[src/rtl/core/sbt_pkg.sv]
// Shared types, codes and constants of the sorted box table.
`default_nettype none
package sbt_pkg;

	// Default number of table entries and the cap on overlap hits per request.
	localparam int TABLE_DEPTH_DEF = 64;
	localparam int MAX_RESULTS = 64;
	localparam int HIT_W = $clog2(MAX_RESULTS + 1);
	localparam int ID_W = 16;
	localparam int NEXT_ID_W = 17;

	// Command codes.
	localparam logic [2:0] CMD_REGISTER = 3'd0;
	localparam logic [2:0] CMD_UNREGISTER = 3'd1;
	localparam logic [2:0] CMD_GET = 3'd2;
	localparam logic [2:0] CMD_SET = 3'd3;
	localparam logic [2:0] CMD_OVERLAP = 3'd4;

	// Status codes.
	localparam logic [1:0] ST_OK = 2'd0;
	localparam logic [1:0] ST_NOT_FOUND = 2'd1;
	localparam logic [1:0] ST_FULL = 2'd2;

	typedef struct packed {
		logic [2:0] cmd;
		logic [ID_W-1:0] box_id;
		logic signed [31:0] min_x;
		logic signed [31:0] min_y;
		logic signed [31:0] max_x;
		logic signed [31:0] max_y;
	} req_t;

	typedef struct packed {
		logic [1:0] status;
		logic [ID_W-1:0] result_id;
		logic hit;
		logic signed [31:0] out_min_x;
		logic signed [31:0] out_min_y;
		logic signed [31:0] out_max_x;
		logic signed [31:0] out_max_y;
		logic last;
	} rsp_t;

	typedef struct packed {
		logic [ID_W-1:0] id;
		logic signed [31:0] min_x;
		logic signed [31:0] min_y;
		logic signed [31:0] max_x;
		logic signed [31:0] max_y;
	} entry_t;

	typedef enum logic [2:0] {
		S_IDLE,
		S_DISPATCH,
		S_SRCH_RD,
		S_SRCH_CMP,
		S_SHIFT,
		S_SCAN,
		S_SCAN_END
	} state_t;

	typedef enum logic [2:0] {
		EMIT_NONE,
		EMIT_REG,
		EMIT_FULL,
		EMIT_NOT_FOUND,
		EMIT_OK,
		EMIT_GET,
		EMIT_HIT,
		EMIT_FINAL
	} emit_t;

	// Commands from the controller to the datapath.
	typedef struct packed {
		logic load_req;
		logic reg_write;
		logic srch_init;
		logic srch_rd;
		logic srch_step;
		logic set_write;
		logic shift_init;
		logic shift_step;
		logic shift_end;
		logic scan_init;
		logic scan_step;
		emit_t emit;
	} ctl_t;

	// Status from the datapath to the controller.
	typedef struct packed {
		logic [2:0] cmd;
		logic full;
		logic srch_empty;
		logic srch_match;
		logic shift_done;
		logic scan_done;
		logic scan_emit_hit;
	} sts_t;

endpackage
`default_nettype wire

[src/rtl/core/sbt_ctrl.sv]
// Controller state machine of the sorted box table.
`default_nettype none
module sbt_ctrl (
	input  wire logic clk,
	input  wire logic arst_n,
	input  wire logic start,
	input  wire sbt_pkg::sts_t sts,
	output sbt_pkg::ctl_t ctl,
	output logic busy
);

	sbt_pkg::state_t state_q;
	sbt_pkg::state_t state_nxt;

	// State register.
	always_ff @(posedge clk or negedge arst_n) begin
		if (!arst_n) begin
			state_q <= sbt_pkg::S_IDLE;
		end else begin
			state_q <= state_nxt;
		end
	end

	// Next state.
	always_comb begin
		state_nxt = state_q;
		unique case (state_q)
			sbt_pkg::S_IDLE: begin
				if (start) state_nxt = sbt_pkg::S_DISPATCH;
			end
			sbt_pkg::S_DISPATCH: begin
				unique case (sts.cmd)
					sbt_pkg::CMD_UNREGISTER, sbt_pkg::CMD_GET, sbt_pkg::CMD_SET:
						state_nxt = sbt_pkg::S_SRCH_RD;
					sbt_pkg::CMD_OVERLAP: state_nxt = sbt_pkg::S_SCAN;
					default: state_nxt = sbt_pkg::S_IDLE;
				endcase
			end
			sbt_pkg::S_SRCH_RD: begin
				state_nxt = sts.srch_empty ? sbt_pkg::S_IDLE : sbt_pkg::S_SRCH_CMP;
			end
			sbt_pkg::S_SRCH_CMP: begin
				if (!sts.srch_match) begin
					state_nxt = sbt_pkg::S_SRCH_RD;
				end else if (sts.cmd == sbt_pkg::CMD_UNREGISTER) begin
					state_nxt = sbt_pkg::S_SHIFT;
				end else begin
					state_nxt = sbt_pkg::S_IDLE;
				end
			end
			sbt_pkg::S_SHIFT: begin
				if (sts.shift_done) state_nxt = sbt_pkg::S_IDLE;
			end
			sbt_pkg::S_SCAN: begin
				if (sts.scan_done) state_nxt = sbt_pkg::S_SCAN_END;
			end
			sbt_pkg::S_SCAN_END: state_nxt = sbt_pkg::S_IDLE;
			default: state_nxt = sbt_pkg::S_IDLE;
		endcase
	end

	// Outputs.
	always_comb begin
		ctl = '0;
		ctl.emit = sbt_pkg::EMIT_NONE;
		busy = (state_q != sbt_pkg::S_IDLE);
		unique case (state_q)
			sbt_pkg::S_IDLE: begin
				ctl.load_req = start;
			end
			sbt_pkg::S_DISPATCH: begin
				unique case (sts.cmd)
					sbt_pkg::CMD_REGISTER: begin
						ctl.reg_write = !sts.full;
						ctl.emit = sts.full ? sbt_pkg::EMIT_FULL : sbt_pkg::EMIT_REG;
					end
					sbt_pkg::CMD_UNREGISTER, sbt_pkg::CMD_GET, sbt_pkg::CMD_SET:
						ctl.srch_init = 1'b1;
					sbt_pkg::CMD_OVERLAP: ctl.scan_init = 1'b1;
					default: ctl.emit = sbt_pkg::EMIT_OK;
				endcase
			end
			sbt_pkg::S_SRCH_RD: begin
				if (sts.srch_empty) begin
					ctl.emit = sbt_pkg::EMIT_NOT_FOUND;
				end else begin
					ctl.srch_rd = 1'b1;
				end
			end
			sbt_pkg::S_SRCH_CMP: begin
				if (!sts.srch_match) begin
					ctl.srch_step = 1'b1;
				end else if (sts.cmd == sbt_pkg::CMD_UNREGISTER) begin
					ctl.shift_init = 1'b1;
				end else if (sts.cmd == sbt_pkg::CMD_GET) begin
					ctl.emit = sbt_pkg::EMIT_GET;
				end else begin
					ctl.set_write = 1'b1;
					ctl.emit = sbt_pkg::EMIT_OK;
				end
			end
			sbt_pkg::S_SHIFT: begin
				ctl.shift_step = 1'b1;
				if (sts.shift_done) begin
					ctl.shift_end = 1'b1;
					ctl.emit = sbt_pkg::EMIT_OK;
				end
			end
			sbt_pkg::S_SCAN: begin
				ctl.scan_step = 1'b1;
				if (sts.scan_emit_hit) ctl.emit = sbt_pkg::EMIT_HIT;
			end
			sbt_pkg::S_SCAN_END: ctl.emit = sbt_pkg::EMIT_FINAL;
			default: ctl.emit = sbt_pkg::EMIT_NONE;
		endcase
	end

endmodule
`default_nettype wire

[config.mk]
export PLATFORM = sky130hd
export DESIGN_NAME = sbt_ctrl
export DESIGN_NICKNAME = d
export VERILOG_FILES = /design/src/rtl/core/sbt_pkg.sv /design/src/rtl/core/sbt_ctrl.sv
export SDC_FILE = /design/constraint.sdc
export NUM_CORES = 1
export LEC_CHECK = 0
export BUFFER_PORTS_ARGS = -buffer_cell sky130_fd_sc_hd__buf_2
export CAP_MARGIN = 10
export CORE_AREA = 3 3 40 42
export CTS_CLUSTER_SIZE = 30
export DETAILED_ROUTE_END_ITERATION = 8
export DIE_AREA = 0 0 43 45
export PLACE_DENSITY = 0.71
export SYNTH_ARGS = -nofsm -noshare
export SYNTH_HDL_FRONTEND = slang
export SYNTH_SLANG_ARGS = --single-unit
[constraint.sdc]
create_clock -name clk -period 3.2 [get_ports clk]
set_input_delay 0.16 -clock clk [delete_from_list [all_inputs] [get_ports clk]]
set_output_delay 0.16 -clock clk [all_outputs]
set_load 0.02 [all_outputs]
### After elaboration in Yosys (flattened, before gate mapping)

Cells that the tools add are included.

* register bits after elaboration: 3
* input port bits: 12
* output and inout bits: 15
* word-level logic and storage cells: 55

* equal/unequal tests: 13
* mux-type cells: 34
* reduce and logical (&&, ||, !) cells: 7

Operators with widths (count)
* $pmux 3 s6: 2
* $mux 3: 10
* $mux 1: 14
* $eq 3x2->1 const B: 4
* $eq 3x3->1 const B: 4
* $mux 2: 6
* $pmux 3 s2: 2
* $eq 3x1->1 const B: 2
* $logic_not 3->1: 2
* $ne 2x2->1 const B: 3
* $reduce_or 4->1: 1
* $reduce_and 3->1: 1
* $reduce_bool 3->1: 1
* $reduce_or 3->1: 1
* $logic_not 1->1: 1

### Logic depth before layout (Yosys ltp)

* depth in word-level cells: 5
* gate-level depth with buffers: 5
* depth with buffers taken out: 3

### Least setup slack after synthesis

No wires, ideal clock.

* kind: flip-flop to output port
* from: register state_q[2]
* to: output ctl[7] in the netlist's numbering
* arrival time: 1368 ps
* data required time: 3040 ps
* path slack: 1672 ps
* stages on the path, launching flop included: 4
* path buffers: 2
* cell sequence: dfrtp_1 buf_6 buf_2 nor4_1

RTL lines
* from (decl): line sbt_ctrl.sv:12 `sbt_pkg::state_t state_q;`
* from (signal assigned): line sbt_ctrl.sv:18 `state_q <= sbt_pkg::S_IDLE;`
* from (signal assigned): line sbt_ctrl.sv:20 `state_q <= state_nxt;`
* to (decl): line sbt_ctrl.sv:8 `output sbt_pkg::ctl_t ctl,`

==> reports/metrics.cfg <==
[layout]
mostFrequentLayoutCell=buf_2
antennaDiodeCount=0
syn_to_final_growth_pct=30.4
nets=101
top_regs=state_q x3
largest_register_ffs=3
nFillCells=138
final_cell_mix=buf_2, nor2_1, nor2b_1, inv_1
stdcell_area_sq_um=612
largest_register=state_q
drive_gt1_frac=0.386

[logic_synthesis]
synthesis.nets=74
avgSynthCellArea_sq_um=7.57
postSynthRegisterBits=3
yosysWarnings=0
synthAdderAreaFrac=0
synth_top_area_frac=0.160
ys_seq_area_frac=0.160
synth_top_area_cell=dfrtp_1
synth.area.top_cells=dfrtp_1, buf_6, nor2b_1, nor2_1, nand3_4
synth-compound-area-share=0.227
yosysUniqueCellTypes=36
synth_xor_area_frac=0
syn_area_sq_um=469
synth_edf_count=0
synthSimpleGateAreaFrac=0.483
synth_top_flop_cell=dfrtp_1
synthArstFlopShare=1.00
synthCells=62
synth_mux_area_frac=0
synth_top_family_by_area=simple AND/OR/NAND/NOR gates

[drt]
num_vias=563
ant_nets=0
drt-total-wl_um=1220
remaining_drc_errors=0
wire_per_inst_um=11.9
drt_iter0_markers=14
first_pass_iters=4
vias_per_cell=5.47

[floorplan]
chipWidth_um=43
dieArea_sq_um=1940
io_pins=27
dieHeight_um=45
core_area_sq_um=1280
initial_utilization=0.365
placementRows=13

[sta]
fin_skew_ps=4.16
timing.final.crit_share=0.619
max_freq_mhz=505
setup_viol=0
tns_ps=0
grt_setup_unrepaired=no
final_max_slew_viol_count=0
max_slew.worst_pin.slew_ps=550
slew_headroom=0.634
period_minus_slack_ps=1980
hold_viol=0

[grt]
antenna_found_initial=0
grt_overflow=0
grt_pass1_vias=436
grt_usage=0.127
grt_pass1_wl_um=1840
grt_max_degree=20

[critical_path]
cp.depth=4
cp-end-kind=output port
cp_slowest_cell=dfrtp_1
reg2reg_depth=3
cp.buffers_inverters=1
path_cells=nor2b_1 > nand3_1 > o211ai_2 > buf_2
crit_required_ps=3040
critPathLaunchType=flip-flop
cp_top_family=simple AND/OR/NAND/NOR gates
cp.arrival_ps=1820
slowest_delay_ps=580
crit_type=reg -> out
critPathMaxFanout=12

[pwr]
p_per_area_nw_per_um2=650
irDropWorstVdd_v=0.000206
cellLeakagePower_nw=0.326

[cts]
insertion_delay_ps=230
cts_buffers=3
cts_setup_buffers=0
clock_path_buffers=2
clkTransAtPathRegs_ps=30
cts_tree=done
clockRootBuffer=clkbuf_4
post_cts_resized=0
clkSinkCount=3
htreeDepth=1

[place]
placedInstanceArea_sq_um=576
gp_congestion=0.764
place.port_buffers=26
hpwl_um=949

[min_path]
worstHoldPathCells=2
hold_path.class=in -> reg

[status]
outcome=completed

[flow_run]
cap_violations=0

## path summary, 6_finish.rpt
path                       startpoint    endpoint  slack [ps]
min in group asynchronous      arst_n  state_q[1]         250
max in group asynchronous      arst_n  state_q[0]        2850
hold reg to reg            state_q[0]  state_q[1]         830
hold / removal                 sts[1]  state_q[0]         150
setup / recovery           state_q[0]      ctl[0]        1220
setup reg to reg           state_q[0]  state_q[0]        1610
## Yosys cell counts, types with 2 or more instances
master / instances
nand2_1: 3
dfrtp_1: 3
nand3_1: 3
buf_6: 3
inv_1: 4
nor3_1: 3
nand2b_1: 2
and3_1: 2
nor2b_1: 5
nor2_1: 7
o21ai_0: 2
## through the flow
stage | hold WS (ps) | power (mW) | cells | setup slack (ps) | utilization
final | 152 | 0.398 | 103 | 1220 | 0.476
after global routing | 158 | 0.429 | 103 | 1080 | 0.476
after CTS | 138 | 0.402 | 103 | 1240 | 0.476
after detailed placement | -43.3 | 0.330 | 98 | 1510 | 0.448
after global placement | -44.3 | 0.327 | 98 | 1560 | 0.448
after floorplan | -136 | 0.291 | 62 | 1670 | -
## timing repair
item                                    CTS  global route
endpoints found under the setup margin    0             0
hold endpoints to repair                  3             0
hold buffers                              1             0
## metal layers
layer	global-route usage	up-vias	part of all wire
met4	0.0723	0	0
met1	0.138	262	0.42
met2	0.228	17	0.52
li1	-	284	-
met5	0	-	0
met3	0.0279	0	0.056
## where the power goes
part	internal [mW]	switching (mW)	total, mW
registers	0.0511	0.0522	0.103
clock network	0.0468	0.0202	0.0670
logic	0.0951	0.132	0.227
## area by class of cell
type | instances | area, sq um | area share
timing repair buffer | 27 | 140 | 0.229
clock buffer | 4 | 26.3 | 0.0429
sequential | 3 | 75.1 | 0.123
inverter | 5 | 18.8 | 0.0307
multi-input combinational | 49 | 333 | 0.544
tap | 15 | 18.8 | 0.0307
## logic make-up (layout without fill, tap and decap cells)
logic type	count (synthesis)	after routing
AO/OA/AOI/OAI	13	13
flip-flops	3	3
AND/OR/NAND/NOR	36	36
buffers and inverters	10	36
Power figures use the tool's default switching activity.
